===== src/hw/rtl/projective_point_transform_core_assert.svh =====
// ----------------------------------------------------------------------------
// projective_point_transform_core_assert
// Assertion macros shared by the projective point transform RTL.
// ----------------------------------------------------------------------------
`ifndef PROJECTIVE_POINT_TRANSFORM_CORE_ASSERT_SVH
`define PROJECTIVE_POINT_TRANSFORM_CORE_ASSERT_SVH

// Implication checked on every rising clock edge outside reset.
`define PPT_ASSERT_IMPLY(lbl, ante, cons) \
   lbl: assert property (@(posedge clock) disable iff (reset) (ante) |-> (cons)) \
      else $error("assertion failed");

// Next-cycle implication checked outside reset.
`define PPT_ASSERT_NEXT(lbl, ante, cons) \
   lbl: assert property (@(posedge clock) disable iff (reset) (ante) |=> (cons)) \
      else $error("assertion failed");

`endif


===== src/hw/rtl/ppt_pkg.sv =====
// ----------------------------------------------------------------------------
// ppt_pkg
// Shared types and constants of the projective point transform.
// ----------------------------------------------------------------------------
package ppt_pkg;

   localparam int COEF_W     = 32;
   localparam int NUM_COEF   = 16;
   localparam int NUM_PAIRS  = 8;
   localparam int PAIR_W     = 64;
   localparam int PAIR_IDX_W = 3;
   localparam int CSR_IDX_W  = 8;

   // Identity matrix in Q16.16.
   localparam logic [NUM_PAIRS-1:0][PAIR_W-1:0] COEF_RESET = {
      64'h0001_0000_0000_0000, 64'h0000_0000_0000_0000,
      64'h0000_0000_0001_0000, 64'h0000_0000_0000_0000,
      64'h0000_0000_0000_0000, 64'h0001_0000_0000_0000,
      64'h0000_0000_0000_0000, 64'h0000_0000_0001_0000
   };

   // Per-word control that travels down the divider alongside the data.
   typedef struct packed {
      logic       w_zero;
      logic [2:0] neg;
      logic [2:0] ovf;
   } ctl_type;

endpackage


===== src/hw/rtl/ppt_div_step.sv =====
// ----------------------------------------------------------------------------
// ppt_div_step
// One restoring division step for three numerators sharing one divisor.
// ----------------------------------------------------------------------------
module ppt_div_step #(
   parameter int COORD_WIDTH = 32,
   parameter int SHIFT = 0,
   localparam int NW = COORD_WIDTH + ppt_pkg::COEF_W + 2
) (
   input  logic                         clock,
   input  logic                         reset,
   input  logic                         en,
   input  logic                         in_valid,
   input  logic [2:0][NW-1:0]           rem,
   input  logic [NW-1:0]                div,
   input  logic [2:0][COORD_WIDTH-1:0]  quo,
   input  ppt_pkg::ctl_type             ctl,
   output logic                         out_valid,
   output logic [2:0][NW-1:0]           rem_out,
   output logic [NW-1:0]                div_out,
   output logic [2:0][COORD_WIDTH-1:0]  quo_out,
   output ppt_pkg::ctl_type             ctl_out
);
   import ppt_pkg::*;

   localparam int EW = NW + COORD_WIDTH;

   logic [EW-1:0]                trial;
   logic [2:0][NW-1:0]           rem_in, rem_ff;
   logic [2:0][COORD_WIDTH-1:0]  quo_in, quo_ff;
   logic [NW-1:0]                div_ff;
   ctl_type                      ctl_ff;
   logic                         valid_ff;

   assign trial = {{COORD_WIDTH{1'b0}}, div} << SHIFT;

   always_comb begin
      for (int i = 0; i < 3; i++) begin
         rem_in[i] = rem[i];
         quo_in[i] = quo[i];
         if ({{COORD_WIDTH{1'b0}}, rem[i]} >= trial) begin
            rem_in[i] = rem[i] - trial[NW-1:0];
            quo_in[i][SHIFT] = 1'b1;
         end
      end
   end

   always_ff @(posedge clock) begin
      if (reset) begin
         valid_ff <= 1'b0;
      end else if (en) begin
         valid_ff <= in_valid;
      end
   end

   always_ff @(posedge clock) begin
      if (en) begin
         rem_ff <= rem_in;
         quo_ff <= quo_in;
         div_ff <= div;
         ctl_ff <= ctl;
      end
   end

   assign out_valid = valid_ff;
   assign rem_out   = rem_ff;
   assign quo_out   = quo_ff;
   assign div_out   = div_ff;
   assign ctl_out   = ctl_ff;

endmodule


===== config.mk =====
export PLATFORM = sky130hd
export DESIGN_NAME = ppt_div_step
export DESIGN_NICKNAME = d
export VERILOG_FILES = /design/src/hw/rtl/projective_point_transform_core_assert.svh /design/src/hw/rtl/ppt_pkg.sv /design/src/hw/rtl/ppt_div_step.sv
export SDC_FILE = /design/constraint.sdc
export NUM_CORES = 1
export LEC_CHECK = 0
export BUFFER_PORTS_ARGS = -buffer_cell sky130_fd_sc_hd__buf_4
export CORE_AREA = 8 8 302 304
export DETAILED_ROUTE_END_ITERATION = 10
export DIE_AREA = 0 0 310 312
export GPL_TIMING_DRIVEN = 0
export PLACE_DENSITY = 0.62
export SLEW_MARGIN = 20
export SYNTH_ARGS = -nofsm -noshare
export SYNTH_HDL_FRONTEND = slang
export SYNTH_SLANG_ARGS = --single-unit

===== constraint.sdc =====
create_clock -name clock -period 8.1 [get_ports clock]
set_clock_uncertainty 0.1 [all_clocks]
set_input_delay 0 -clock clock [delete_from_list [all_inputs] [get_ports clock]]
set_output_delay 0 -clock clock [all_outputs]
set_load 0.005 [all_outputs]

==> results.py <==
metrics = {
    "drt": {
        "vias": 26900,
        "viasPerCell": 5.17,
        "final_antenna_net_count": 0,
        "drcViolationCount": 0,
        "wl_um": 126000,
        "drtIter0Drc": 1898,
        "wire_per_inst_um": 24.2,
        "first_pass_iters": 6,
    },
    "cells_and_area": {
        "fin_nets": 4575,
        "drive_above_1_share_pct": 21.9,
        "synthToLayoutAreaGrowth_pct": 52.0,
    },
    "floorplanning": {
        "initial_core_util_pct": 29.8,
        "die_area_mm2": 0.0967,
        "rows": 108,
        "fp.dieW_um": 310,
        "core_mm2": 0.0862,
        "pin_count": 739,
        "die_height_um": 312,
    },
    "min_path": {
        "holdPathStages": 2,
        "hold_start": "quo[7]",
        "hold_end": "quo_out[7]",
        "min_path_type": "in2reg",
    },
    "power_and_ir_drop": {
        "p_leak_nw": 16.6,
        "peakVddDrop_v": 0.000153,
        "power_density_mw_per_mm2": 175,
    },
    "critical_path": {
        "path_class": "in2reg",
        "endpoint_kind": "flip-flop",
        "rr_endpoint": "out_valid",
        "crit_arrival_ns": 5.54,
        "r2r-start": "out_valid",
        "critPathSlowestCell": "a31oi_1",
        "reg2reg_slack_ns": 6.86,
        "cpPeakStageDelay_ns": 0.62,
        "cp_data_required_time_ns": 8.37,
        "cp-start-kind": "primary input",
        "crit_chain": "dlygate4sd3_1, buf_4, inv_1, ha_1, a21o_1, a221o_1, a21oi_1, o31a_1, o211ai_2, a31oi_2, o211ai_1, a31oi_1, buf_2, buf_2, o21ai_0, dlygate4sd3_1",
        "worst_r2r_path_depth": 3,
        "path_max_fanout": 10,
    },
    "logic_synthesis": {
        "synth_area_per_cell_um2": 9.38,
        "synth_area_mm2": 0.0257,
        "ys_async_sr_fraction_pct": 0,
        "synthCells": 2743,
        "netlist_top_cells_area": "edfxtp_1 (43%), ha_1 (9.6%), o21ai_0 (5.6%)",
        "ys_warn_count": 0,
        "synth_top_area_share_pct": 42.9,
        "synth_nets": 3315,
        "ys_ff_latch": 368,
        "yosysSeqAreaShare_pct": 42.9,
        "synth_edf_count": 367,
        "yosys.area.top_type": "edfxtp_1",
        "ys_types": 84,
        "ys_dominant_reg_cell": "edfxtp_1",
    },
    "clocking": {
        "cts_buffers": 46,
        "clk_pin_slew_ns": 0.06,
        "clock_latency_ns": 0.62,
        "cts_resized": 0,
        "htree_levels": 2,
        "cts_root_buffer": "clkbuf_16",
        "clock-sinks": 368,
        "clockBufferDepth": 3,
        "cts_tree": "yes",
    },
    "grt": {
        "grt_pass1_vias": 27700,
        "grt_max_degree": 101,
        "grt_usage_pct": 24.7,
        "grt_pass1_wl_um": 180000,
        "overflow": 0,
        "antenna_found_initial": 17,
    },
    "sta": {
        "grt_setup_unrepaired": "false",
        "max-slew-margin-rel_pct": 26.1,
        "max_freq_ghz": 0.190,
        "hold_viol": 0,
        "period_share_pct": 65.0,
        "whs_ns": 0.0253,
        "slew_violations": 0,
        "finalSetupViolations": 0,
        "fin_setup_tns_ns": 0,
        "period_needed_ns": 5.27,
        "tightest_slew_ns": 1.08,
    },
    "place": {
        "io_buffers": 738,
        "routabilityCongestion": 0.938,
        "post-dp-hpwl_um": 101000,
    },
    "run": {
        "cap_violations": 0,
    },
    "outcome": {
        "status": "completed",
    },
}
cells in the mapped netlist, drive strengths merged, types with 18 or more instances:
library cell and count:
edfxtp 367, nand2 352, o21ai 299, a21oi 259, ha 198, inv 130, nor2 126, a21o 112
clkbuf 107, xnor2 107, nand4 89, xor2 66, o21bai 55, nor3 52, nand3 42, buf 34
a31oi 23, o31ai 23, and3 22, nor2b 22, nand2b 19, a211oi 18, o211ai 18
layout make-up:
cell class | count | area [um^2]
clock inverter | 28 | 333
tap | 1155 | 1450
antenna | 16 | 40.0
multi-input combinational | 2104 | 13600
timing repair buffer | 1212 | 10400
inverter | 130 | 488
buffer | 141 | 588
clock buffer | 52 | 1170
fill | 8177 | 47100
sequential | 368 | 11000
routing by layer:
| metal | wire length [um] | GRT usage, % | up-vias |
|---|---|---|---|
| met4 | 4790 | 8.73 | 6 |
| met1 | 49700 | 28.8 | 13000 |
| met3 | 8270 | 4.72 | 183 |
| li1 | - | - | 12700 |
| met5 | 41 | 0 | - |
| met2 | 63100 | 44.6 | 964 |
stage by stage:
stage / util [%] / setup slack (ns) / instance area (um^2) / cells / power (W)
2_1_floorplan: - / 4.76 / 25700 / 2743 / 0.00349
3_3_place_gp: 37.9 / 2.66 / 32700 / 4636 / 0.00452
3_5_place_dp: 38.1 / 2.67 / 32800 / 4640 / 0.00453
4_1_cts: 45.3 / 2.72 / 39000 / 5190 / 0.00686
5_1_grt: 45.3 / 2.52 / 39100 / 5199 / 0.00713
6_report: 45.3 / 2.83 / 39100 / 5206 / 0.00682
flip-flops by register name, summed over array words and instances (netlist names):
name	flops
rem_out	198
out_valid	1
quo_out	96
ctl_out	7
div_out	66
how the worst max path moves through the flow:
stage / to / start / slack [ns]
final: rem_out[2] / div[4] / 2.83
after global routing: rem_out[134] / rem[132] / 2.52
after CTS: rem_out[134] / div[0] / 2.72
after detailed placement: rem_out[167] / div[0] / 2.67
after global placement: rem_out[167] / div[0] / 2.66
after floorplan: rem_out[1] / rem[0] / 4.76
worst max-delay path: cells and delay by family:
kind / cells / cell delay, ns
AOI/OAI and AO/OA: 9 / 2.87
buffers and inverters: 6 / 2.26
adders and majority gates: 1 / 0.38
power by group:
part,total [W],switching [W],internal (W)
sequential,0.00245,0.0000727,0.00237
combinational,0.00227,0.00127,0.00101
clock,0.00210,0.000894,0.00121
placed cells by master, fill, tap and decap left out, types with 14 or more instances in the layout:
master / synthesis / layout
buf_4: 3 / 740
dlygate4sd3_1: 0 / 470
edfxtp_1: 367 / 367
nand2_1: 352 / 352
o21ai_0: 289 / 289
a21oi_1: 259 / 259
ha_1: 198 / 198
inv_1: 130 / 130
nor2_1: 126 / 126
clkbuf_1: 107 / 113
a21o_1: 112 / 112
xnor2_1: 107 / 107
nand4_1: 88 / 88
xor2_1: 66 / 66
o21bai_1: 55 / 55
nor3_1: 52 / 52
clkbuf_16: 0 / 46
nand3_1: 42 / 42
buf_2: 26 / 26
a31oi_1: 22 / 22
and3_1: 22 / 22
nor2b_1: 22 / 22
o31ai_1: 22 / 22
nand2b_1: 19 / 19
a211oi_1: 18 / 18
o211ai_1: 17 / 17
diode_2: 0 / 16
or3_1: 15 / 15
o21a_1: 14 / 14
cells by family after synthesis:
family                     after synthesis  synth area share (%)
AOI/OAI and AO/OA                      911                  21.6
and+or+nand+nor                        797                  14.5
DFF                                    368                  42.9
buffers and inverters                  271                  4.18
adders and majority gates              201                  9.87
xor gates and xnor gates               173                  5.89
muxes                                   22                 0.934
timing repair:
action                    in CTS  in global routing
hold endpoints to repair     440                  0
buffers inserted               0                  0
hold buffers                 470                  0
Power figures use the tool's default switching activity.
