**src/hw/rtl/projective_point_transform_core_assert.svh**
```systemverilog
// ----------------------------------------------------------------------------
// projective_point_transform_core_assert
// Assertion macros shared by the projective point transform RTL.
// ----------------------------------------------------------------------------
`ifndef PROJECTIVE_POINT_TRANSFORM_CORE_ASSERT_SVH
`define PROJECTIVE_POINT_TRANSFORM_CORE_ASSERT_SVH

// Implication checked on every rising clock edge outside reset.
`define PPT_ASSERT_IMPLY(lbl, ante, cons) \
   lbl: assert property (@(posedge clock) disable iff (reset) (ante) |-> (cons)) \
      else $error("assertion failed");

// Next-cycle implication checked outside reset.
`define PPT_ASSERT_NEXT(lbl, ante, cons) \
   lbl: assert property (@(posedge clock) disable iff (reset) (ante) |=> (cons)) \
      else $error("assertion failed");

`endif

```
**src/hw/rtl/ppt_pkg.sv**
```systemverilog
// ----------------------------------------------------------------------------
// ppt_pkg
// Shared types and constants of the projective point transform.
// ----------------------------------------------------------------------------
package ppt_pkg;

   localparam int COEF_W     = 32;
   localparam int NUM_COEF   = 16;
   localparam int NUM_PAIRS  = 8;
   localparam int PAIR_W     = 64;
   localparam int PAIR_IDX_W = 3;
   localparam int CSR_IDX_W  = 8;

   // Identity matrix in Q16.16.
   localparam logic [NUM_PAIRS-1:0][PAIR_W-1:0] COEF_RESET = {
      64'h0001_0000_0000_0000, 64'h0000_0000_0000_0000,
      64'h0000_0000_0001_0000, 64'h0000_0000_0000_0000,
      64'h0000_0000_0000_0000, 64'h0001_0000_0000_0000,
      64'h0000_0000_0000_0000, 64'h0000_0000_0001_0000
   };

   // Per-word control that travels down the divider alongside the data.
   typedef struct packed {
      logic       w_zero;
      logic [2:0] neg;
      logic [2:0] ovf;
   } ctl_type;

endpackage

```
**src/hw/rtl/ppt_prep.sv**
```systemverilog
// ----------------------------------------------------------------------------
// ppt_prep
// Takes signs and magnitudes, flags a zero divisor and a quotient too large.
// ----------------------------------------------------------------------------
module ppt_prep #(
   parameter int COORD_WIDTH = 32,
   localparam int SW = COORD_WIDTH + ppt_pkg::COEF_W + 2
) (
   input  logic                  clock,
   input  logic                  reset,
   input  logic                  en,
   input  logic                  in_valid,
   input  logic [3:0][SW-1:0]    sums,
   output logic                  out_valid,
   output logic [2:0][SW-1:0]    mag,
   output logic [SW-1:0]         div,
   output ppt_pkg::ctl_type      ctl
);
   import ppt_pkg::*;

   logic [2:0][SW-1:0] a_ff, b_ff;
   logic [SW-1:0]      d_ff, e_ff;
   logic [2:0]         neg_ff;
   logic               wz_ff;
   ctl_type            ctl_ff;
   logic               va_ff, vb_ff;

   always_ff @(posedge clock) begin
      if (reset) begin
         va_ff <= 1'b0;
         vb_ff <= 1'b0;
      end else if (en) begin
         va_ff <= in_valid;
         vb_ff <= va_ff;
      end
   end

   always_ff @(posedge clock) begin
      if (en) begin
         wz_ff <= (sums[3] == '0);
         d_ff  <= sums[3][SW-1] ? (~sums[3] + 1'b1) : sums[3];
         for (int i = 0; i < 3; i++) begin
            a_ff[i]   <= sums[i][SW-1] ? (~sums[i] + 1'b1) : sums[i];
            neg_ff[i] <= sums[i][SW-1] ^ sums[3][SW-1];
         end
         // A quotient of 2^COORD_WIDTH or more saturates for either sign.
         for (int i = 0; i < 3; i++) begin
            ctl_ff.ovf[i] <= ({{COORD_WIDTH{1'b0}}, a_ff[i]} >=
                              {d_ff, {COORD_WIDTH{1'b0}}});
         end
         ctl_ff.neg    <= neg_ff;
         ctl_ff.w_zero <= wz_ff;
         b_ff <= a_ff;
         e_ff <= d_ff;
      end
   end

   assign out_valid = vb_ff;
   assign mag       = b_ff;
   assign div       = e_ff;
   assign ctl       = ctl_ff;

endmodule

```
**config.mk**
```make
export PLATFORM = sky130hd
export DESIGN_NAME = ppt_prep
export DESIGN_NICKNAME = d
export VERILOG_FILES = /design/src/hw/rtl/projective_point_transform_core_assert.svh /design/src/hw/rtl/ppt_pkg.sv /design/src/hw/rtl/ppt_prep.sv
export SDC_FILE = /design/constraint.sdc
export NUM_CORES = 1
export LEC_CHECK = 0
export ABC_AREA = 1
export BUFFER_PORTS_ARGS = -buffer_cell sky130_fd_sc_hd__buf_2
export CORE_MARGIN = 5
export CORE_UTILIZATION = 40
export CTS_BUF_LIST = sky130_fd_sc_hd__clkbuf_4 sky130_fd_sc_hd__clkbuf_8
export CTS_CLUSTER_SIZE = 30
export DETAILED_ROUTE_END_ITERATION = 10
export GPL_ROUTABILITY_DRIVEN = 1
export SLEW_MARGIN = 20
export SYNTH_ARGS = -nofsm -noshare
export SYNTH_HDL_FRONTEND = slang
export SYNTH_SLANG_ARGS = --single-unit
```
**constraint.sdc**
```tcl
create_clock -name clock -period 3.4 [get_ports clock]
set_input_delay 0.17 -clock clock [delete_from_list [all_inputs] [get_ports clock]]
set_output_delay 0.17 -clock clock [all_outputs]
set_load 0.05 [all_outputs]
```
==> results of run 1 <==
==> state kept, by name (all words and copies together) (netlist names) <==
signal     cells
div           66
va_ff          1
wz_ff          1
a_ff         198
d_ff          66
out_valid      1
mag          198
neg_ff         3
ctl            7
==> through the flow <==
step	cell area (sq um)	util [%]	total power [mW]	worst slack, ps	hold WS, ps
3_5_place_dp	33330	45.76	11.68	942.2	358.3
3_3_place_gp	33330	45.76	11.66	847.7	356.8
5_1_grt	37910	52.05	18.84	778.5	26.74
2_1_floorplan	29370	-	10.36	1796	239.1
6_report	37930	52.07	18.04	796.2	53.84
4_1_cts	37890	52.03	18.20	898.5	9.392
==> logic make-up after synthesis <==
kind of cell | Yosys count | share of synthesized area, %
DFF | 541 | 55.25
AOI/OAI and AO/OA | 175 | 3.494
and+or+nand+nor | 1826 | 26.70
xor gates and xnor gates | 165 | 4.972
adders and majority gates | 106 | 4.516
buffers and inverters | 391 | 5.070
==> cell type report <==
cell class	instances	share of cell area [%]
antenna	13	0.08577
multi-input combinational	2272	30.72
inverter	355	3.513
tap	959	3.164
timing repair buffer	821	14.61
clock buffer	130	4.173
clock inverter	41	0.9435
sequential	541	42.78
==> worst paths after layout <==
kind         startpoint  endpoint  slack (ps)  cells after the start
max           a_ff[129]    ctl[1]         800                      7
min reg2reg   neg_ff[2]    ctl[5]         420                      0
max reg2reg   a_ff[129]    ctl[1]         800                      7
min                  en   div[38]          50                      1
==> worst register-to-register path, stage by stage (launching register included) <==
cell and delay (ps):
edfxtp_1 460, ha_1 360, nand2_1 130, nor4_1 700, nand3_1 180, nor2_1 420
nand3_1 120, nand2_1 90
==> power groups by stage <==
stage | clock network, mW | registers, mW | logic, mW
CTS | 6.38 | 8.49 | 3.32
floorplan | 0 | 9.28 | 1.08
detailed placement | 0 | 8.62 | 3.05
global placement | 0 | 8.62 | 3.04
finish | 6.24 | 8.49 | 3.32
global route | 6.70 | 8.54 | 3.60
==> metal layers <==
| metal | global-route usage, % | share of wire, % |
|---|---|---|
| met1 | 36.00 | 43 |
| met2 | 43.00 | 47 |
| met3 | 4.519 | 7.0 |
| met4 | 8.060 | 2.9 |
| met5 | 0 | 0.012 |
==> cells in the final DEF (no fill, tap or decap), types with 15 or more instances in the layout <==
cell type,n
nand2_1,884
nor2_1,549
edfxtp_1,539
buf_2,538
inv_1,350
dlygate4sd3_1,262
nand3_1,211
xor2_1,130
ha_1,106
clkbuf_8,97
o21ai_0,86
a21oi_1,47
nand4_1,42
xnor2_1,33
clkbuf_4,33
nor3_1,28
nor2_2,21
clkinv_1,19
nor2_4,15
nand2_2,15
buf_4,15
==> flow_summary.html, run 1 <==
<table>
<tr><th>Metric</th><th>Value</th></tr>
<tr><th colspan="2">Global route</th></tr>
<tr><td>Pin count of the biggest net entering global routing</td><td>84</td></tr>
<tr><td>Number of global-route vias before repair</td><td>25020</td></tr>
<tr><td>Antenna violations before repair</td><td>18</td></tr>
<tr><td>First-pass GRT wire length</td><td>155500 um</td></tr>
<tr><td>Total overflow reported by the global router</td><td>0</td></tr>
<tr><td>Global Route Usage Sum</td><td>26.27%</td></tr>
<tr><th colspan="2">Yosys</th></tr>
<tr><td>#FFs+latches synth</td><td>541</td></tr>
<tr><td>Number of flops mapped to enable cells by yosys</td><td>539</td></tr>
<tr><td>Top flip-flop cell by instance count after synthesis</td><td>edfxtp_1</td></tr>
<tr><td>Number of nets in the synthesized netlist</td><td>3578</td></tr>
<tr><td>Mapped Avg Cell Area</td><td>9.166 sq um</td></tr>
<tr><td>Synth async-reset ratio</td><td>0%</td></tr>
<tr><td>Number of distinct library cell variants in the gate-level netlist after synthesis</td><td>49</td></tr>
<tr><td>Gate Count Post-Synth</td><td>3204</td></tr>
<tr><td>Top cells by instance count after synthesis</td><td>884 x nand2_1, 549 x nor2_1, 539 x edfxtp_1</td></tr>
<tr><td>Synth warnings</td><td>0</td></tr>
<tr><td>Sequential area share after synthesis</td><td>55.25%</td></tr>
<tr><td>Largest area contributor in the netlist</td><td>edfxtp_1</td></tr>
<tr><td>Dominant cell by count in the synthesized netlist</td><td>nand2_1</td></tr>
<tr><td>Yosys top cell area share</td><td>55.11%</td></tr>
<tr><td>Cell area after synthesis</td><td>29370 sq um</td></tr>
<tr><td>Synth area leaders</td><td>edfxtp_1 55%, nand2_1 11%, nor2_1 7.0%</td></tr>
<tr><th colspan="2">Power and ir drop</th></tr>
<tr><td>Internal Dissipation</td><td>12.56 mW</td></tr>
<tr><td>Flop pwr share</td><td>47.0%</td></tr>
<tr><td>Switching power</td><td>5.485 mW</td></tr>
<tr><td>Combinational group share of total power</td><td>18.4%</td></tr>
<tr><td>Clock Power Share</td><td>34.6%</td></tr>
<tr><td>Power density over cell area</td><td>475.8 nW/um^2</td></tr>
<tr><td>Leakage component of the power</td><td>16.33 nW</td></tr>
<tr><td>Worst vdd rail ir drop</td><td>300.9 uV</td></tr>
<tr><td>Switching part of the total power</td><td>30.40%</td></tr>
<tr><th colspan="2">Critical path</th></tr>
<tr><td>Chain of cells forming the critical path</td><td>ha_1 -&gt; nand2_1 -&gt; nor4_1 -&gt; nand3_1 -&gt; nor2_1 -&gt; nand3_1 -&gt; nand2_1</td></tr>
<tr><td>Dominant delay contributor by cell family on the critical path</td><td>simple AND/OR/NAND/NOR gates</td></tr>
<tr><td>Required time of the critical path</td><td>3940 ps</td></tr>
<tr><td>Biggest fanout along the worst timing path</td><td>3</td></tr>
<tr><td>Category of the worst setup path launch point</td><td>flop</td></tr>
<tr><td>Capturing element type of the critical path</td><td>flop</td></tr>
<tr><td>Crit path kind</td><td>flop to flop</td></tr>
<tr><td>Crit path DAT</td><td>3140 ps</td></tr>
<tr><td>Critical path buffer and inverter count</td><td>0</td></tr>
<tr><td>Slowest stage delay, CP</td><td>690 ps</td></tr>
<tr><td>Cell with the biggest individual delay on the critical path</td><td>nor4_1</td></tr>
<tr><th colspan="2">Outcome</th></tr>
<tr><td>Status</td><td>finished clean</td></tr>
<tr><th colspan="2">Final layout</th></tr>
<tr><td>Layout-stage area growth over the synthesis result</td><td>29.15%</td></tr>
<tr><td>Area of the multi-input gates</td><td>11650 sq um</td></tr>
<tr><td>Sequential cell area</td><td>16230 sq um</td></tr>
<tr><td>Post-layout instance count excluding filler cells</td><td>5132</td></tr>
<tr><td>Nets</td><td>4459</td></tr>
<tr><td>Ratio of cells with drive above 1 in the final layout</td><td>19.52%</td></tr>
<tr><td>Count of fill cells added during filler insertion</td><td>6931</td></tr>
<tr><th colspan="2">Route</th></tr>
<tr><td>Total wire length after detailed routing</td><td>107100 um</td></tr>
<tr><td>Residual DRC count</td><td>0</td></tr>
<tr><td>Number of DRC markers in iteration 0</td><td>2261</td></tr>
<tr><td>Total vias in the final route</td><td>25460</td></tr>
<tr><td>Pre-Repair DR Iteration Count</td><td>6</td></tr>
<tr><td>Final routed wire length divided by cell count</td><td>20.86 um</td></tr>
<tr><td>Via-per-instance ratio</td><td>4.960</td></tr>
<tr><td>Number of nets with antenna violations after routing</td><td>0</td></tr>
<tr><th colspan="2">Floorplan</th></tr>
<tr><td>Die W</td><td>281.0 um</td></tr>
<tr><td>Height of the chip</td><td>281.0 um</td></tr>
<tr><td>Starting utilization of the core area</td><td>40.32%</td></tr>
<tr><td>Die Area</td><td>78940 sq um</td></tr>
<tr><td>Placeable core region</td><td>72830 sq um</td></tr>
<tr><td>Number of placement rows</td><td>99</td></tr>
<tr><td>I/O pin total</td><td>540</td></tr>
<tr><th colspan="2">Clocking</th></tr>
<tr><td>Clock tree sinks</td><td>541</td></tr>
<tr><td>Clock buffers created by TritonCTS</td><td>94</td></tr>
<tr><td>Clk pin slew, worst setup/hold paths</td><td>60 ps</td></tr>
<tr><td>TritonCTS clock tree</td><td>built</td></tr>
<tr><td>Maximum count of clock buffers along a single path</td><td>3</td></tr>
<tr><td>Master cell of the clock root buffer</td><td>clkbuf_8</td></tr>
<tr><td>Post CTS Setup Buffer Count</td><td>0</td></tr>
<tr><td>Worst skew pair latency</td><td>700 ps</td></tr>
<tr><td>H-tree depth reported by CTS</td><td>3</td></tr>
<tr><td>Number of gates resized after cts</td><td>0</td></tr>
<tr><td>Count of hold-fix buffers inserted at cts</td><td>262</td></tr>
<tr><th colspan="2">Place</th></tr>
<tr><td>Final Wtd Congestion</td><td>0.9735</td></tr>
<tr><td>Sum of net half-perimeters after detailed placement</td><td>83600 um</td></tr>
<tr><td>Post-placement cell count</td><td>4686</td></tr>
<tr><td>IO buf count</td><td>539</td></tr>
<tr><th colspan="2">STA</th></tr>
<tr><td>Setup repair after global routing missed its margin</td><td>false</td></tr>
<tr><td>Final Slew Violations</td><td>0</td></tr>
<tr><td>Achievable frequency</td><td>384.0 MHz</td></tr>
<tr><td>Skew final</td><td>38.95 ps</td></tr>
<tr><td>Worst max-slew margin expressed relative to the limit</td><td>39.95%</td></tr>
<tr><td>Number of hold violations in the final report</td><td>0</td></tr>
<tr><td>Total negative slack for setup checks</td><td>0 ps</td></tr>
<tr><td>Final setup vio count</td><td>0</td></tr>
<tr><td>Time the final worst path needs with I/O delays and setup</td><td>2604 ps</td></tr>
<tr><td>Worst slew pin tran</td><td>900.8 ps</td></tr>
<tr><td>Part of the cycle the worst path needs</td><td>76.58%</td></tr>
<tr><th colspan="2">Worst hold path</th></tr>
<tr><td>Path class of the lowest-slack min-delay path</td><td>primary input to flop</td></tr>
<tr><th colspan="2">Run</th></tr>
<tr><td># Max-Cap Violations</td><td>0</td></tr>
</table>
Power figures use the tool's default switching activity.
==> run 2: changes to the inputs <==
==> constraint.sdc (replaced) <==
create_clock -name clock -period 2.5 [get_ports clock]
set_input_delay 0.125 -clock clock [delete_from_list [all_inputs] [get_ports clock]]
set_output_delay 0.125 -clock clock [all_outputs]
set_load 0.05 [all_outputs]
==> run 2 against run 1 <==
Sequential power grew 35%. Total power up 35%. Largest power group unchanged. Core utilization increased by 0.37 points. Clock-buffer cell count fell by 9. Routed wire length fell by 0.31%. Cell area increased by 0.71%. Combinational power increased by 38%.
==> flow_summary.html, run 2 (synthesis gave the netlist of run 1 again) <==
<table>
<tr><th>Metric</th><th>Value</th></tr>
<tr><th colspan="2">Floorplan</th></tr>
<tr><td>Number of placement rows</td><td>99</td></tr>
<tr><td>Placeable core region</td><td>72830 sq um</td></tr>
<tr><td>Die W</td><td>281.0 um</td></tr>
<tr><td>I/O pin total</td><td>540</td></tr>
<tr><td>Die Area</td><td>78940 sq um</td></tr>
<tr><td>Starting utilization of the core area</td><td>40.32%</td></tr>
<tr><td>Height of the chip</td><td>281.0 um</td></tr>
<tr><th colspan="2">Clocking</th></tr>
<tr><td>Clock buffers created by TritonCTS</td><td>93</td></tr>
<tr><td>Maximum count of clock buffers along a single path</td><td>3</td></tr>
<tr><td>Post CTS Setup Buffer Count</td><td>0</td></tr>
<tr><td>TritonCTS clock tree</td><td>built</td></tr>
<tr><td>Clock tree sinks</td><td>541</td></tr>
<tr><td>Clk pin slew, worst setup/hold paths</td><td>60 ps</td></tr>
<tr><td>Number of gates resized after cts</td><td>0</td></tr>
<tr><td>Master cell of the clock root buffer</td><td>clkbuf_8</td></tr>
<tr><td>Worst skew pair latency</td><td>680 ps</td></tr>
<tr><td>Count of hold-fix buffers inserted at cts</td><td>277</td></tr>
<tr><td>H-tree depth reported by CTS</td><td>3</td></tr>
<tr><th colspan="2">STA</th></tr>
<tr><td>Worst Slack Setup Final</td><td>216.4 ps</td></tr>
<tr><td>Total negative slack for setup checks</td><td>0 ps</td></tr>
<tr><td>Worst max-slew margin expressed relative to the limit</td><td>49.08%</td></tr>
<tr><td>Final setup vio count</td><td>0</td></tr>
<tr><td>Part of the cycle the worst path needs</td><td>91.35%</td></tr>
<tr><td>Hold slack final</td><td>62.50 ps</td></tr>
<tr><td>Achievable frequency</td><td>437.9 MHz</td></tr>
<tr><td>Final Slew Violations</td><td>0</td></tr>
<tr><td>Time the final worst path needs with I/O delays and setup</td><td>2284 ps</td></tr>
<tr><td>Number of hold violations in the final report</td><td>0</td></tr>
<tr><td>Worst slew pin tran</td><td>759.1 ps</td></tr>
<tr><td>Skew final</td><td>30.72 ps</td></tr>
<tr><td>Setup repair after global routing missed its margin</td><td>false</td></tr>
<tr><th colspan="2">Global route</th></tr>
<tr><td>Pin count of the biggest net entering global routing</td><td>75</td></tr>
<tr><td>Top Usage Layer GRT</td><td>met2</td></tr>
<tr><td>First-pass GRT wire length</td><td>155500 um</td></tr>
<tr><td>Met2 Usage GRT</td><td>43.44%</td></tr>
<tr><td>Total overflow reported by the global router</td><td>0</td></tr>
<tr><td>Number of global-route vias before repair</td><td>25420</td></tr>
<tr><td>Antenna violations before repair</td><td>10</td></tr>
<tr><td>GRT met1 Usage</td><td>35.50%</td></tr>
<tr><td>Global routing usage on met3</td><td>4.378%</td></tr>
<tr><td>Global Route Usage Sum</td><td>26.18%</td></tr>
<tr><th colspan="2">Power and ir drop</th></tr>
<tr><td>Worst vdd rail ir drop</td><td>512.3 uV</td></tr>
<tr><td>Power density over cell area</td><td>639.9 nW/um^2</td></tr>
<tr><td>Leakage component of the power</td><td>16.44 nW</td></tr>
<tr><th colspan="2">Final layout</th></tr>
<tr><td>Area of all placed cells without fillers</td><td>38200 sq um</td></tr>
<tr><td>Fraction of the core area covered by cells at the end of the flow</td><td>52.44%</td></tr>
<tr><td>Count of fill cells added during filler insertion</td><td>6823</td></tr>
<tr><td>Leading cell type in the layout, fill and taps excluded</td><td>nand2_1</td></tr>
<tr><td>Most frequent cells in the layout</td><td>884 x nand2_1, 549 x nor2_1, 539 x edfxtp_1</td></tr>
<tr><td>Sequential cell area</td><td>16230 sq um</td></tr>
<tr><td>Layout-stage area growth over the synthesis result</td><td>30.06%</td></tr>
<tr><td>Area of the multi-input gates</td><td>11650 sq um</td></tr>
<tr><td>Nets</td><td>4485</td></tr>
<tr><td>Ratio of cells with drive above 1 in the final layout</td><td>19.48%</td></tr>
<tr><th colspan="2">Critical path</th></tr>
<tr><td>Crit path DAT</td><td>2720 ps</td></tr>
<tr><td>Cell with the biggest individual delay on the critical path</td><td>dlygate4sd3_1</td></tr>
<tr><td>Chain of cells forming the critical path</td><td>dlygate4sd3_1 -&gt; buf_2 -&gt; inv_1 -&gt; ha_1 -&gt; nand2_4 -&gt; nor2_8 -&gt; nand2_4 -&gt; nor2_1 -&gt; nand2_1 -&gt; nand2_1 -&gt; nand2_1 -&gt; nand2_1 -&gt; nand2_1 -&gt; dlygate4sd3_1</td></tr>
<tr><td>Dominant delay contributor by cell family on the critical path</td><td>buffers and inverters</td></tr>
<tr><td>Crit path top cell by count</td><td>nand2_1</td></tr>
<tr><td>Required time of the critical path</td><td>2930 ps</td></tr>
<tr><td>Crit path kind</td><td>primary input to flop</td></tr>
<tr><td>Category of the worst setup path launch point</td><td>primary input</td></tr>
<tr><td>Biggest fanout along the worst timing path</td><td>6</td></tr>
<tr><td>Critical path buffer and inverter count</td><td>4</td></tr>
<tr><td>Slowest stage delay, CP</td><td>540 ps</td></tr>
<tr><td>Capturing element type of the critical path</td><td>flop</td></tr>
<tr><th colspan="2">Route</th></tr>
<tr><td>Total wire length after detailed routing</td><td>106700 um</td></tr>
<tr><td>Via-per-instance ratio</td><td>4.952</td></tr>
<tr><td>Total vias in the final route</td><td>25530</td></tr>
<tr><td>Residual DRC count</td><td>0</td></tr>
<tr><td>Final routed wire length divided by cell count</td><td>20.71 um</td></tr>
<tr><td>Number of nets with antenna violations after routing</td><td>0</td></tr>
<tr><td>Pre-Repair DR Iteration Count</td><td>7</td></tr>
<tr><td>Number of DRC markers in iteration 0</td><td>1941</td></tr>
<tr><th colspan="2">Place</th></tr>
<tr><td>IO buf count</td><td>539</td></tr>
<tr><td>Sum of net half-perimeters after detailed placement</td><td>84060 um</td></tr>
<tr><td>Final Wtd Congestion</td><td>0.9792</td></tr>
<tr><td>Pre-CTS WS</td><td>396.1 ps</td></tr>
<tr><td>Dpl cell area</td><td>33510 sq um</td></tr>
<tr><th colspan="2">Run</th></tr>
<tr><td># Max-Cap Violations</td><td>0</td></tr>
<tr><th colspan="2">Worst hold path</th></tr>
<tr><td>Path class of the lowest-slack min-delay path</td><td>primary input to flop</td></tr>
<tr><th colspan="2">Outcome</th></tr>
<tr><td>Status</td><td>finished clean</td></tr>
</table>
run 2: changes by cell type in the layout (fill, tap and decap cells not counted):
cell and delta:
buf_12 +7, clkbuf_4 -9, buf_4 +5, clkinvlp_4 +1, inv_8 -2, clkinv_2 +1, clkinv_1 +5, dlygate4sd3_1 +15
run 2: final cells by class:
cell class                 count  share of cell area (%)
antenna                       13                 0.08517
clock buffer                 121                   3.967
clock inverter                46                  0.9598
inverter                     355                   3.489
multi-input combinational   2272                   30.51
sequential                   541                   42.48
tap                          959                   3.141
timing repair buffer         848                   15.37
run 2: layer usage:
metal	wire length, um	up-vias
met5	0	-
met4	3037	0
met3	7370	164
met2	50460	945
met1	45860	12010
li1	-	12410
run 2: path summary, 6_finish.rpt:
check / slack (ps) / to / depth (start not counted) / from
worst min register to register: 420 / ctl[4] / 0 / neg_ff[1]
worst max register to register: 420 / ctl[1] / 8 / d_ff[30]
worst min-delay path: 60 / a_ff[154] / 3 / sums[197]
worst max-delay path: 220 / a_ff[64] / 14 / sums[0]
run 2: stage by stage:
| stage | power [mW] | std cells |
|---|---|---|
| 2_1_floorplan | 14.08 | 3204 |
| 6_report | 24.44 | 5155 |
| 5_1_grt | 25.49 | 5149 |
| 3_3_place_gp | 15.89 | 4698 |
| 4_1_cts | 24.62 | 5142 |
| 3_5_place_dp | 15.91 | 4698 |
run 2: power by group:
part           leakage (nW)  total, mW  internal (mW)  switching, mW
Clock                 0.985       8.33           4.57           3.75
Sequential             5.29       11.5           11.0          0.531
Combinational          10.2       4.58           1.40           3.18
run 2: worst reg2reg max path: stages (launching register included):
cell,delay [ps]
edfxtp_1,360
inv_1,150
ha_1,340
nand2_1,160
nor4_1,290
nand3_1,120
nor2_1,340
nand3_1,120
nand2_1,90
